$ cat src/sv/chrbs_pkg.sv
// ----------------------------------------------------------------------------
// chrbs_pkg: shared types and constants of the pattern-bank mapper
// Request codes, register addresses, field widths and the item struct
// passed from the top level to the bank and interrupt sections.
// ----------------------------------------------------------------------------
package chrbs_pkg;

   localparam int SLOTS       = 8;
   localparam int SLOT_W      = 3;
   localparam int MASK_W      = 10;
   localparam int ROM_W       = 20;
   localparam int CPU_ADDR_W  = 16;
   localparam int DATA_W      = 8;
   localparam int PAT_ADDR_W  = 13;
   localparam int PAGE_W      = 10;
   localparam int CSR_ADDR_W  = 3;
   localparam int CSR_DATA_W  = 32;

   localparam logic [MASK_W-1:0] MASK_RESET = 10'h3FF;

   localparam logic [CPU_ADDR_W-1:0] ADDR_SIZE_MODE = 16'h5101;
   localparam logic [CPU_ADDR_W-1:0] ADDR_HIGH_BITS = 16'h5130;
   localparam logic [CPU_ADDR_W-1:0] ADDR_SPR_FIRST = 16'h5120;
   localparam logic [CPU_ADDR_W-1:0] ADDR_SPR_LAST  = 16'h5127;
   localparam logic [CPU_ADDR_W-1:0] ADDR_BG_FIRST  = 16'h5128;
   localparam logic [CPU_ADDR_W-1:0] ADDR_BG_LAST   = 16'h512B;
   localparam logic [CPU_ADDR_W-1:0] ADDR_COMPARE   = 16'h5203;
   localparam logic [CPU_ADDR_W-1:0] ADDR_STATUS    = 16'h5204;
   localparam logic [CPU_ADDR_W-1:0] ADDR_PROD_LO   = 16'h5205;
   localparam logic [CPU_ADDR_W-1:0] ADDR_PROD_HI   = 16'h5206;

   localparam int ENABLE_BIT  = 7;
   localparam int PENDING_BIT = 7;
   localparam int FRAME_BIT   = 6;

   typedef enum logic [1:0] {
      REQ_WRITE = 2'd0,
      REQ_READ  = 2'd1,
      REQ_TICK  = 2'd2,
      REQ_FETCH = 2'd3
   } req_kind_type;

   typedef struct packed {
      req_kind_type          kind;
      logic [CPU_ADDR_W-1:0] cpu_address;
      logic [DATA_W-1:0]     write_data;
      logic                  in_frame;
      logic [PAT_ADDR_W-1:0] pattern_address;
      logic                  sprite_fetch;
      logic                  tall_sprites;
   } req_item_type;

   typedef struct packed {
      logic         fire;
      req_item_type item;
   } step_type;

endpackage

$ cat src/sv/chrbs_banks.sv
// ----------------------------------------------------------------------------
// chrbs_banks: pattern bank slots and fetch address mapping
// Holds the sprite and background slot sets, fills them from bank writes
// according to the size mode, and maps a fetch to a ROM address.
// ----------------------------------------------------------------------------
module chrbs_banks #(
   parameter int BANK_BITS = 10
) (
   input  logic                         clock,
   input  logic                         reset,
   input  chrbs_pkg::step_type          step,
   input  logic [chrbs_pkg::MASK_W-1:0] bank_mask,
   output logic [chrbs_pkg::ROM_W-1:0]  rom_address
);
   import chrbs_pkg::*;

   logic [BANK_BITS-1:0] spr_ff [SLOTS];
   logic [BANK_BITS-1:0] spr_in [SLOTS];
   logic [BANK_BITS-1:0] bg_ff  [SLOTS];
   logic [BANK_BITS-1:0] bg_in  [SLOTS];
   logic [1:0]           mode_ff, mode_in;
   logic [1:0]           high_ff, high_in;
   logic                 bg_last_ff, bg_last_in;

   logic                  is_wr;
   logic                  spr_hit, bg_hit;
   logic                  spr_trig, bg_trig;
   logic [SLOT_W-1:0]     spr_r, spr_low;
   logic [1:0]            bg_r, bg_low, spr_sh, bg_sh;
   logic [MASK_W-1:0]     number;
   logic [PAT_ADDR_W-1:0] spr_num, bg_num, mask_ext;
   logic [PAT_ADDR_W-1:0] spr_val, bg_val;
   logic [SLOT_W-1:0]     slot;
   logic [SLOT_W-1:0]     fetch_slot;
   logic                  use_bg;
   logic [BANK_BITS-1:0]  bank;
   logic [BANK_BITS+PAGE_W-1:0] wide;

   always_comb begin
      is_wr   = step.fire && (step.item.kind == REQ_WRITE);
      spr_hit = is_wr && (step.item.cpu_address inside {[ADDR_SPR_FIRST:ADDR_SPR_LAST]});
      bg_hit  = is_wr && (step.item.cpu_address inside {[ADDR_BG_FIRST:ADDR_BG_LAST]});
      spr_r   = step.item.cpu_address[SLOT_W-1:0];
      bg_r    = step.item.cpu_address[1:0];
      number  = {high_ff, step.item.write_data};

      spr_sh  = 2'd3 - mode_ff;
      spr_low = 3'b111 >> mode_ff;
      if (mode_ff == 2'd0) begin
         bg_sh  = 2'd2;
         bg_low = 2'b11;
      end else begin
         bg_sh  = 2'd3 - mode_ff;
         bg_low = 2'(3'b111 >> mode_ff);
      end
      spr_trig = (spr_r & spr_low) == spr_low;
      bg_trig  = (bg_r & bg_low) == bg_low;
      spr_num  = PAT_ADDR_W'(number) << spr_sh;
      bg_num   = PAT_ADDR_W'(number) << bg_sh;
      mask_ext = PAT_ADDR_W'(bank_mask);

      mode_in    = mode_ff;
      high_in    = high_ff;
      bg_last_in = bg_last_ff;
      if (spr_hit) begin
         bg_last_in = 1'b0;
      end
      if (bg_hit) begin
         bg_last_in = 1'b1;
      end
      if (is_wr && (step.item.cpu_address == ADDR_SIZE_MODE)) begin
         mode_in = step.item.write_data[1:0];
      end
      if (is_wr && (step.item.cpu_address == ADDR_HIGH_BITS)) begin
         high_in = step.item.write_data[1:0];
      end

      for (int j = 0; j < SLOTS; j++) begin
         slot    = SLOT_W'(j);
         spr_val = (spr_num | PAT_ADDR_W'(slot & spr_low)) & mask_ext;
         bg_val  = (bg_num | PAT_ADDR_W'(slot[1:0] & bg_low)) & mask_ext;
         spr_in[j] = spr_ff[j];
         bg_in[j]  = bg_ff[j];
         if (spr_hit && spr_trig && ((slot & ~spr_low) == (spr_r & ~spr_low))) begin
            spr_in[j] = spr_val[BANK_BITS-1:0];
         end
         if (bg_hit && bg_trig && ((slot[1:0] & ~bg_low) == (bg_r & ~bg_low))) begin
            bg_in[j] = bg_val[BANK_BITS-1:0];
         end
      end

      fetch_slot = step.item.pattern_address[PAT_ADDR_W-1:PAGE_W];
      use_bg     = step.item.tall_sprites ? !step.item.sprite_fetch : bg_last_ff;
      bank       = use_bg ? bg_ff[fetch_slot] : spr_ff[fetch_slot];
      wide       = {bank, step.item.pattern_address[PAGE_W-1:0]};
      if (step.item.kind == REQ_FETCH) begin
         rom_address = ROM_W'(wide);
      end else begin
         rom_address = '0;
      end
   end

   always_ff @(posedge clock) begin
      if (reset) begin
         for (int j = 0; j < SLOTS; j++) begin
            spr_ff[j] <= BANK_BITS'(j);
            bg_ff[j]  <= BANK_BITS'(j);
         end
         mode_ff    <= '0;
         high_ff    <= '0;
         bg_last_ff <= 1'b0;
      end else begin
         for (int j = 0; j < SLOTS; j++) begin
            spr_ff[j] <= spr_in[j];
            bg_ff[j]  <= bg_in[j];
         end
         mode_ff    <= mode_in;
         high_ff    <= high_in;
         bg_last_ff <= bg_last_in;
      end
   end

endmodule

$ cat src/sv/chrbs_irq.sv
// ----------------------------------------------------------------------------
// chrbs_irq: scanline interrupt, status and multiplier registers
// Counts scanline ticks against a compare line, keeps the pending flag and
// the interrupt line, and answers CPU reads of status and the product.
// ----------------------------------------------------------------------------
module chrbs_irq (
   input  logic                         clock,
   input  logic                         reset,
   input  chrbs_pkg::step_type          step,
   output logic [chrbs_pkg::DATA_W-1:0] read_data,
   output logic                         irq_level
);
   import chrbs_pkg::*;

   logic [DATA_W-1:0]   compare_ff, compare_in;
   logic                enable_ff, enable_in;
   logic [DATA_W-1:0]   count_ff, count_in;
   logic                pending_ff, pending_in;
   logic                frame_ff, frame_in;
   logic [DATA_W-1:0]   fa_ff, fa_in;
   logic [DATA_W-1:0]   fb_ff, fb_in;
   logic                line_ff, line_in;
   logic [2*DATA_W-1:0] product;
   logic [DATA_W-1:0]   count_inc;
   logic                is_wr, is_rd, is_tick;

   always_comb begin
      is_wr     = step.fire && (step.item.kind == REQ_WRITE);
      is_rd     = step.item.kind == REQ_READ;
      is_tick   = step.fire && (step.item.kind == REQ_TICK);
      product   = {{DATA_W{1'b0}}, fa_ff} * {{DATA_W{1'b0}}, fb_ff};
      count_inc = count_ff + 8'd1;

      compare_in = compare_ff;
      enable_in  = enable_ff;
      count_in   = count_ff;
      pending_in = pending_ff;
      frame_in   = frame_ff;
      fa_in      = fa_ff;
      fb_in      = fb_ff;
      line_in    = line_ff;
      read_data  = '0;

      if (is_wr) begin
         case (step.item.cpu_address)
            ADDR_COMPARE: compare_in = step.item.write_data;
            ADDR_STATUS:  enable_in  = step.item.write_data[ENABLE_BIT];
            ADDR_PROD_LO: fa_in      = step.item.write_data;
            ADDR_PROD_HI: fb_in      = step.item.write_data;
            default: ;
         endcase
      end

      if (is_rd) begin
         case (step.item.cpu_address)
            ADDR_STATUS: begin
               read_data[PENDING_BIT] = pending_ff;
               read_data[FRAME_BIT]   = frame_ff;
               if (step.fire) begin
                  pending_in = 1'b0;
                  line_in    = 1'b0;
               end
            end
            ADDR_PROD_LO: read_data = product[DATA_W-1:0];
            ADDR_PROD_HI: read_data = product[2*DATA_W-1:DATA_W];
            default:      read_data = '0;
         endcase
      end

      if (is_tick) begin
         frame_in = step.item.in_frame;
         if (!step.item.in_frame) begin
            count_in   = '0;
            pending_in = 1'b0;
            line_in    = 1'b0;
         end else begin
            count_in = count_inc;
            if (count_inc == compare_ff) begin
               pending_in = 1'b1;
               if (enable_ff) begin
                  line_in = 1'b1;
               end
            end
         end
      end

      irq_level = line_in;
   end

   always_ff @(posedge clock) begin
      if (reset) begin
         compare_ff <= '0;
         enable_ff  <= 1'b0;
         count_ff   <= '0;
         pending_ff <= 1'b0;
         frame_ff   <= 1'b0;
         fa_ff      <= '0;
         fb_ff      <= '0;
         line_ff    <= 1'b0;
      end else begin
         compare_ff <= compare_in;
         enable_ff  <= enable_in;
         count_ff   <= count_in;
         pending_ff <= pending_in;
         frame_ff   <= frame_in;
         fa_ff      <= fa_in;
         fb_ff      <= fb_in;
         line_ff    <= line_in;
      end
   end

`ifndef ASSERT_OFF
   a_line_needs_pending: assert property (@(posedge clock) disable iff (reset)
      line_ff |-> pending_ff)
      else $error("Interrupt line is high without a pending flag.");

   a_count_in_frame: assert property (@(posedge clock) disable iff (reset)
      (count_ff != '0) |-> frame_ff)
      else $error("Scanline counter is running outside the frame.");

   a_frame_exit_clears: assert property (@(posedge clock) disable iff (reset)
      (is_tick && !step.item.in_frame) |=> ((count_ff == '0) && !pending_ff && !line_ff))
      else $error("Leaving the frame did not clear the counter and interrupt.");
`endif

endmodule

$ cat src/sv/chr_bank_switch_scanline_irq.sv
// ----------------------------------------------------------------------------
// chr_bank_switch_scanline_irq: pattern-bank mapper with scanline interrupt
// Decodes CPU writes and reads, scanline ticks and pattern fetches through
// an input register and a result register, with an APB register port.
//
//   Channel | Direction | Handshake            | Payload
//   req     | in        | req_valid/req_ready  | type, address, data, fetch info
//   rsp     | out       | rsp_valid/rsp_ready  | read_data, rom address, irq_out
//   csr     | in/out    | psel/penable/pready  | chr_bank_mask at byte 0
//
// One item is accepted per cycle while req_ready is high; each result passes
// through the input register, then the result register, before it is presented.
// Reset is synchronous and restores all slots and control registers only.
// While the result waits, one more item is held in the input register;
// req_ready falls only when both registers are full.
// ----------------------------------------------------------------------------
module chr_bank_switch_scanline_irq #(
   parameter int BANK_BITS = 10
) (
   input  logic                             clock,
   input  logic                             reset,
   input  logic                             req_valid,
   output logic                             req_ready,
   input  logic [1:0]                       req_type,
   input  logic [chrbs_pkg::CPU_ADDR_W-1:0] req_cpu_address,
   input  logic [chrbs_pkg::DATA_W-1:0]     req_write_data,
   input  logic                             req_in_frame,
   input  logic [chrbs_pkg::PAT_ADDR_W-1:0] req_pattern_address,
   input  logic                             req_sprite_fetch,
   input  logic                             req_tall_sprites,
   output logic                             rsp_valid,
   input  logic                             rsp_ready,
   output logic [chrbs_pkg::DATA_W-1:0]     rsp_read_data,
   output logic [chrbs_pkg::ROM_W-1:0]      rsp_pattern_rom_address,
   output logic                             rsp_irq_out,
   input  logic                             psel,
   input  logic                             penable,
   input  logic                             pwrite,
   input  logic [chrbs_pkg::CSR_ADDR_W-1:0] paddr,
   input  logic [chrbs_pkg::CSR_DATA_W-1:0] pwdata,
   output logic [chrbs_pkg::CSR_DATA_W-1:0] prdata,
   output logic                             pready
);
   import chrbs_pkg::*;

   req_item_type        item_ff, item_in;
   logic                item_vld_ff, item_vld_in;
   logic                rsp_vld_ff, rsp_vld_in;
   logic [DATA_W-1:0]   rd_ff, rd_in;
   logic [ROM_W-1:0]    rom_ff, rom_in;
   logic                irq_ff, irq_in;
   logic [MASK_W-1:0]   mask_ff, mask_in;
   logic                advance;
   logic                csr_wr;
   step_type            step;

   always_comb begin
      advance     = item_vld_ff && (!rsp_vld_ff || rsp_ready);
      req_ready   = !item_vld_ff || advance;
      step.fire   = advance;
      step.item   = item_ff;

      item_in     = item_ff;
      item_vld_in = item_vld_ff;
      if (advance) begin
         item_vld_in = 1'b0;
      end
      if (req_valid && req_ready) begin
         item_vld_in          = 1'b1;
         item_in.kind            = req_kind_type'(req_type);
         item_in.cpu_address     = req_cpu_address;
         item_in.write_data      = req_write_data;
         item_in.in_frame        = req_in_frame;
         item_in.pattern_address = req_pattern_address;
         item_in.sprite_fetch    = req_sprite_fetch;
         item_in.tall_sprites    = req_tall_sprites;
      end

      rsp_vld_in = rsp_vld_ff;
      if (rsp_vld_ff && rsp_ready) begin
         rsp_vld_in = 1'b0;
      end
      if (advance) begin
         rsp_vld_in = 1'b1;
      end

      pready  = 1'b1;
      csr_wr  = psel && penable && pwrite && pready && !paddr[CSR_ADDR_W-1];
      mask_in = csr_wr ? pwdata[MASK_W-1:0] : mask_ff;
      prdata  = paddr[CSR_ADDR_W-1] ? '0 : CSR_DATA_W'(mask_ff);
   end

   chrbs_banks #(
      .BANK_BITS (BANK_BITS)
   ) u_banks (
      .clock       (clock),
      .reset       (reset),
      .step        (step),
      .bank_mask   (mask_ff),
      .rom_address (rom_in)
   );

   chrbs_irq u_irq (
      .clock     (clock),
      .reset     (reset),
      .step      (step),
      .read_data (rd_in),
      .irq_level (irq_in)
   );

   always_ff @(posedge clock) begin
      if (reset) begin
         item_vld_ff <= 1'b0;
         rsp_vld_ff  <= 1'b0;
         mask_ff     <= MASK_RESET;
      end else begin
         item_vld_ff <= item_vld_in;
         rsp_vld_ff  <= rsp_vld_in;
         mask_ff     <= mask_in;
      end
   end

   always_ff @(posedge clock) begin
      item_ff <= item_in;
      if (advance) begin
         rd_ff  <= rd_in;
         rom_ff <= rom_in;
         irq_ff <= irq_in;
      end
   end

   assign rsp_valid               = rsp_vld_ff;
   assign rsp_read_data           = rd_ff;
   assign rsp_pattern_rom_address = rom_ff;
   assign rsp_irq_out             = irq_ff;

`ifndef ASSERT_OFF
   a_stall_means_full: assert property (@(posedge clock) disable iff (reset)
      !req_ready |-> (item_vld_ff && rsp_vld_ff))
      else $error("Input stalled while a register stage is free.");

   a_advance_gives_result: assert property (@(posedge clock) disable iff (reset)
      advance |=> rsp_vld_ff)
      else $error("An item left the input register without a result.");

   a_one_payload_kind: assert property (@(posedge clock) disable iff (reset)
      rsp_vld_ff |-> ((rd_ff == '0) || (rom_ff == '0)))
      else $error("Result carries both read data and a ROM address.");
`endif

endmodule

$ cat config.mk
export PLATFORM = sky130hd
export DESIGN_NAME = chr_bank_switch_scanline_irq
export DESIGN_NICKNAME = d
export VERILOG_FILES = /design/src/sv/chrbs_pkg.sv /design/src/sv/chrbs_banks.sv /design/src/sv/chrbs_irq.sv /design/src/sv/chr_bank_switch_scanline_irq.sv
export SDC_FILE = /design/constraint.sdc
export NUM_CORES = 1
export LEC_CHECK = 0
export BUFFER_PORTS_ARGS = -buffer_cell sky130_fd_sc_hd__buf_4
export CORE_UTILIZATION = 66
export CTS_BUF_LIST = sky130_fd_sc_hd__clkbuf_8
export CTS_CLUSTER_SIZE = 20
export DETAILED_ROUTE_END_ITERATION = 12
export PLACE_DENSITY = 0.88
export SETUP_SLACK_MARGIN = 0.02
export SKIP_LAST_GASP = 1
export SLEW_MARGIN = 20
export SYNTH_ARGS = -nofsm -noshare
export SYNTH_HDL_FRONTEND = slang
export SYNTH_HIERARCHICAL = 1
export SYNTH_SLANG_ARGS = --single-unit
$ cat constraint.sdc
create_clock -name clock -period 11.21 [get_ports clock]
set_input_delay 1.121 -clock clock [delete_from_list [all_inputs] [get_ports clock]]
set_output_delay 1.121 -clock clock [all_outputs]
set_load 0.1 [all_outputs]
==> summary.txt, run 1 <==
run status: completed
Fin Setup TNS: 0 ns
Layout Nets: 1419
endpoints failing setup: 0
hold_buf cts: 0
# diodes: 0
Die Y: 148 um
GP Congestion: 0.878
vias: 9866
clock root cell: clkbuf_8
path type of the worst setup path: register to register
Slew @ Worst Pin: 1.10 ns
Fin Clk Skew: 0.0257 ns
CTS clock-pin slew for the worst setup and hold paths: 0.06 ns
vias in the first global route: 9618
Post-synth EDFFs: 213
slew margin rel.: 25.9%
register area share after synthesis: 53.1%
Async SR Flop Fraction: 0%
initial drt markers: 1292
RR Startpoint: u_irq/fa_ff[0]$_SDFFE_PP0P_
reg-to-reg endpoint: rsp_read_data[5]$_DFFE_PP_
final instance area: 0.0156 mm^2
first-pass GRT wire length: 49.8 mm
Synth Register Bits: 266
die footprint: 0.0218 mm^2
Unique masters post-synth: 71
final hold slack: 0.465 ns
highest clock rate: 206 MHz
most common cell after layout, fill and taps aside: edfxtp_1
Critical Path Start: u_irq/fa_ff[0]$_SDFFE_PP0P_
Hold Violations, Final: 0
Mapped Cells: 1167
CP Max Fanout: 9
# clock sinks: 266
largest net degree at the start of global routing: 76
CP Capture Point: rsp_read_data[5]$_DFFE_PP_
post-CTS sizing: 0
Worst setup EP type: register
power density over the cells: 136 mW/mm^2
post-layout min period: 4.85 ns
Slew Limit Fails: 0
Yosys warnings: 6
cell taking the most area after synthesis: edfxtp_1
share of post-route cells with drive strength above 1: 17.7%
die width: 148 um
HPWL Detailed: 21.1 mm
Critical Path Source Type: register
H-Tree Depth: 2
Post-DRT Antenna Nets: 0
drt total wl: 31.7 mm
Leak: 6.44 nW
initial antenna violation count: 0
Critical Path RT: 11.51 ns
Worst VDD drop: 0.128 mV
unrepaired setup endpoints after global routing: no
met2 WL: 15.0 mm
WL/cell: 20.2 um
Mapped Area: 0.0140 mm^2
period utilization: 43.2%
commonest cells after routing, fill and taps aside: edfxtp_1 (213), nor2_1 (134), buf_4 (105), inv_1 (94), mux2i_1 (60)
setup bufs post-CTS: 0
Placement Cell Area: 0.0148 mm^2
clk_lat worst skew: 0.56 ns
drt drc: 0
Synth area leaders: edfxtp_1 (46%), dfxtp_1 (7.6%), fa_1 (5.1%), mux4_2 (5.0%), mux2i_1 (4.3%)
grt ovf: 0
CTS tree: built
Area growth syn-to-layout: 11.3%
All-Layer GR Usage: 29.8%
Yosys top cell area share: 45.6%
worst reg-to-reg path cell count: 15
clk buf depth: 3
initial core utilization: 68.3%
max-cap violations: 0
worst hold path class: register to register
Post-synth top flop: edfxtp_1
total CTS buffers: 43
met3 WL post-DR: 3.36 mm
I/O Buffers: 100
min-delay src: u_irq/frame_ff$_SDFFE_PP0P_
Pre-antenna DRT Iters: 6
crit path DAT: 5.14 ns
Avg Vias per Cell: 6.30
top routing layer in use: met4
# rows: 52
Core ar.: 0.0206 mm^2
Syn Area/Cell: 12.0 um^2
R2R setup slack: 6.36 ns
I/O pins: 148
Met1 Wirelength: 12.3 mm
==> cell usage after synthesis, types with 4 or more instances <==
master,instances
buf_6,4
and3_1,13
nand3b_1,5
nor3_2,9
nand4b_1,8
o21ai_1,8
dfxtp_1,53
nor2_1,134
inv_1,83
nand3_1,23
a21oi_1,44
fa_1,36
nor2b_1,13
nand2_1,58
o2111ai_1,4
o22ai_1,11
o21a_1,8
mux4_2,31
mux2i_1,60
o211a_1,5
xor2_1,9
buf_4,26
a32o_1,5
a21o_1,10
mux2_2,6
xnor2_1,10
and2_1,57
buf_2,20
nor4_1,8
o21ai_0,23
clkbuf_1,25
nand2b_1,9
nor3b_1,5
nand4_1,11
ha_1,37
nor3_1,35
edfxtp_1,213
==> power breakdown <==
part | switching (W) | total [W] | internal (W)
logic | 0.000159 | 0.000215 | 0.0000564
registers | 0.0000244 | 0.00113 | 0.00110
clock network | 0.000377 | 0.000778 | 0.000401
total | 0.000560 | 0.00212 | 0.00156
==> area by class of cell <==
type / count / area, um^2
clock buffer: 49 / 674
clock inverter: 29 / 126
fill: 1298 / 4940
inverter: 83 / 312
multi-input combinational: 762 / 5900
sequential: 266 / 7460
tap: 270 / 338
timing repair buffer: 106 / 803
==> state kept, by name, summed over array words and instances, names as in the netlist <==
name / flops
u_irq/enable_ff: 1
u_irq/fb_ff: 8
rsp_pattern_rom_address: 20
u_irq/fa_ff: 8
u_irq/frame_ff: 1
u_banks/high_ff: 2
u_banks/mode_ff: 2
u_irq/pending_ff: 1
mask_ff: 10
u_irq/line_ff: 1
u_irq/compare_ff: 8
u_banks/spr_ff: 80
u_banks/bg_ff: 62
rsp_valid: 1
item_vld_ff: 1
u_irq/count_ff: 8
item_ff: 42
rsp_read_data: 8
u_banks/bg_last_ff: 1
rsp_irq_out: 1
==> worst max-delay path, stage by stage, from the launching register on <==
cell	delay (ns)
dfxtp_1	0.51
nand2_1	0.14
fa_1	0.52
fa_1	0.54
inv_1	0.05
fa_1	0.53
inv_1	0.05
fa_1	0.53
inv_1	0.04
ha_1	0.35
and3_2	0.24
a21boi_0	0.16
o31ai_2	0.26
a21oi_1	0.12
or3_1	0.31
a32o_1	0.25
==> worst min-delay path by stage <==
stage	cells after the start	slack, ns	to
global placement	2	0.44	rsp_valid$_SDFFE_PP0P_
global route	2	0.49	rsp_valid$_SDFFE_PP0P_
detailed placement	2	0.46	u_irq/frame_ff$_SDFFE_PP0P_
CTS	2	0.47	u_irq/frame_ff$_SDFFE_PP0P_
finish	2	0.47	u_irq/frame_ff$_SDFFE_PP0P_
floorplan	2	0.43	rsp_valid$_SDFFE_PP0P_
==> routing by layer <==
metal  vias to the layer above  global-route usage, %
li1                       4350                      -
met1                      4760                   39.4
met2                       658                   47.6
met3                        98                   6.82
met4                         0                   12.6
met5                         -                      0
==> through the flow <==
| step | worst slack (ns) | std cells | utilization, % | total power, W |
|---|---|---|---|---|
| floorplan | 6.70 | 1188 | - | 0.00130 |
| global placement | 6.32 | 1486 | 72.0 | 0.00135 |
| detailed placement | 6.10 | 1486 | 72.0 | 0.00136 |
| CTS | 6.36 | 1564 | 75.9 | 0.00213 |
| global route | 6.11 | 1565 | 75.9 | 0.00218 |
| finish | 6.36 | 1565 | 75.9 | 0.00212 |
==> cell families (layout without fill, tap and decap cells) <==
group,Yosys count,after routing,synth area share [%]
AOI/OAI and AO/OA,137,137,6.44
and+or+nand+nor,413,413,15.6
muxes,97,97,9.74
buffers and inverters,160,267,5.37
DFF,266,266,53.1
xor gates and xnor gates,19,19,1.19
other,2,23,0.0535
adders and majority gates,73,73,8.43
Note: power is estimated with default switching activity, not from simulation.
==> run 2, diff against run 1 <==
- CORE_UTILIZATION: 66 -> 55
- PLACE_DENSITY: 0.88 -> 0.78
- clock period: 11.21 -> 3.9 ns (I/O delays scaled with it)
==> summary.txt, run 2 (synthesized netlist as in run 1, its figures left out) <==
Critical Path RT: 4.18 ns (-7.33 ns)
highest clock rate: 233 MHz (+13%)
Core Util, Final: 66.4% (-9.5 points)
worst hold path class: input pin to register
most common cell after layout, fill and taps aside: edfxtp_1
# clock sinks: 266 (unchanged)
flip-flop count of the largest register after layout: 80 (unchanged)
Slew @ Worst Pin: 1.06 ns (-0.0462 ns)
met2 WL: 16.0 mm (+6.7%)
initial antenna violation count: 0 (unchanged)
path type of the worst setup path: register to register
post-layout min period: 4.30 ns (-0.548 ns)
Fin Clk Skew: 0.0226 ns (-0.00312 ns)
WL/cell: 19.2 um (-5.4%)
Post-DRT Antenna Nets: 0 (unchanged)
Critical Path Source Type: register
final instance area: 0.0167 mm^2 (+6.8%)
top routing layer in use: met4
initial drt markers: 868 (-33%)
run status: complete, but fails checks
Area growth syn-to-layout: 18.8%
Critical Path Start: u_irq/fb_ff[2]$_SDFFE_PP0P_
min-delay src: req_cpu_address[1]
Leak: 6.84 nW (+6.3%)
largest net degree at the start of global routing: 53 (-30%)
drt drc: 0 (unchanged)
Biggest register: u_banks/spr_ff
Hold Violations, Final: 0 (unchanged)
Layout Nets: 1497 (+5.5%)
area of the multi-input gates: 0.00613 mm^2 (+3.8%)
Pre-antenna DRT Iters: 5 (-1)
max-cap violations: 0 (unchanged)
Placement Cell Area: 0.0154 mm^2 (+4.0%)
# rows: 58 (+12%)
die footprint: 0.0262 mm^2 (+20%)
crit path DAT: 4.58 ns (-0.56 ns)
CTS tree: built
Worst VDD drop: 0.282 mV (+120%)
clk buf depth: 3 (unchanged)
die width: 162 um (+9.4%)
clock root cell: clkbuf_8
Core ar.: 0.0251 mm^2 (+22%)
Fin Setup TNS: -1.81 ns (-1.81 ns)
I/O Buffers: 100 (unchanged)
fin worst setup slack: -0.398 ns (-6.76 ns)
Layout fillers: 1877 (+45%)
initial core utilization: 55.9% (-12 points)
All-Layer GR Usage: 25.1% (-4.6 points)
CP Max Fanout: 4 (-5)
HPWL Detailed: 22.3 mm (+6.0%)
first-pass GRT wire length: 50.8 mm (+2.2%)
drt total wl: 32.6 mm (+3.0%)
unrepaired setup endpoints after global routing: yes
power density over the cells: 376 mW/mm^2 (+180%)
placed insts: 1600 (+7.7%)
Die Y: 162 um (+9.4%)
Met1 Wirelength: 13.4 mm (+9.1%)
endpoints failing setup: 6 (+6)
Final Non-Filler Cells: 1703 (+8.8%)
CTS clock-pin slew for the worst setup and hold paths: 0.07 ns (about the same)
final hold slack: 0.0273 ns (-0.438 ns)
failing checks: negative setup slack
GP Congestion: 0.909 (+3.5%)
Worst setup EP type: register
commonest cells after routing, fill and taps aside: edfxtp_1 (213), buf_4 (159), nor2_1 (133), inv_1 (89), mux2i_1 (60)
I/O pins: 148 (unchanged)
H-Tree Depth: 2 (unchanged)
period utilization: 110% (+67 points)
Avg Vias per Cell: 5.79 (-8.2%)
Largest regs: u_banks/spr_ff (80), u_banks/bg_ff (62), item_ff (42)
storage element area: 0.00749 mm^2 (+0.47%)
share of post-route cells with drive strength above 1: 24.6% (+6.9 points)
# diodes: 0 (unchanged)
slew margin rel.: 29.5% (+3.6 points)
Slew Limit Fails: 0 (unchanged)
grt ovf: 0 (unchanged)
vias: 9853 (-0.13%)
clk_lat worst skew: 0.54 ns (-0.02 ns)
RR Startpoint: u_irq/fb_ff[2]$_SDFFE_PP0P_
total CTS buffers: 42 (-2.3%)
vias in the first global route: 9753 (+1.4%)
met3 WL post-DR: 2.44 mm (-27%)
run 2: cell types whose count changed in the layout (fill, tap and decap cells not counted), moves of 5 or more:
cell,before,now
dfxtp_2,0,7
clkbuf_8,49,43
inv_2,0,6
a21oi_1,44,38
dfxtp_4,0,7
inv_1,94,89
dlygate4sd3_1,0,21
ha_4,0,5
dfxtp_1,53,39
and2_1,55,47
and2_4,0,8
ha_1,37,32
buf_4,105,159
run 2: layout make-up:
| class | count | share of cell area (%) |
|---|---|---|
| tap | 330 | 2.48 |
| inverter | 83 | 1.87 |
| sequential | 266 | 44.9 |
| clock buffer | 43 | 3.55 |
| timing repair buffer | 185 | 8.91 |
| clock inverter | 34 | 1.54 |
| multi-input combinational | 762 | 36.7 |
run 2: through the flow:
step | power, W | worst slack [ns]
6_report | 0.00626 | -0.398
5_1_grt | 0.00645 | -0.503
4_1_cts | 0.00629 | -0.451
3_5_place_dp | 0.00392 | -0.473
3_3_place_gp | 0.00390 | -0.431
2_1_floorplan | 0.00374 | -0.334
run 2: final timing paths:
path	cells after the start	endpoint	slack, ns
hold reg to reg	2	u_irq/pending_ff$_SDFF_PP0_	0.47
hold / removal	1	item_ff[25]$_DFFE_PP_	0.03
setup reg to reg	15	rsp_read_data[5]$_DFFE_PP_	-0.40
setup / recovery	15	rsp_read_data[5]$_DFFE_PP_	-0.40
run 2: routing by layer:
layer	GRT usage, %	vias to the layer above
met5	0	-
li1	-	4516
met1	32.5	4833
met2	42.4	432
met3	5.34	72
met4	8.23	0
run 2: what timing repair did:
action / CTS / global route
buffers inserted: 2 / 4
cloned: 0 / 0
resized for setup: 27 / 16
setup endpoints to repair: 8 / 8
endpoints found under the hold margin: 20 / 1
hold buffers: 20 / 1
pin swaps: 31 / 30
run 2: worst max-delay path: stages (launching register included):
cell	delay, ns
dfxtp_4	0.36
buf_12	0.12
and2_1	0.16
fa_2	0.34
fa_1	0.49
fa_1	0.55
inv_1	0.05
fa_1	0.49
inv_2	0.04
ha_4	0.20
and3_4	0.18
a21boi_4	0.15
o31ai_4	0.25
a21oi_2	0.08
or3_1	0.34
a32o_1	0.24
run 2: power by group:
part / leakage, nW / switching [W] / internal, W
Combinational: 3.85 / 0.000466 / 0.000187
Sequential: 2.51 / 0.0000647 / 0.00316
Clock: 0.476 / 0.00108 / 0.00130
Total: 6.84 / 0.00161 / 0.00465
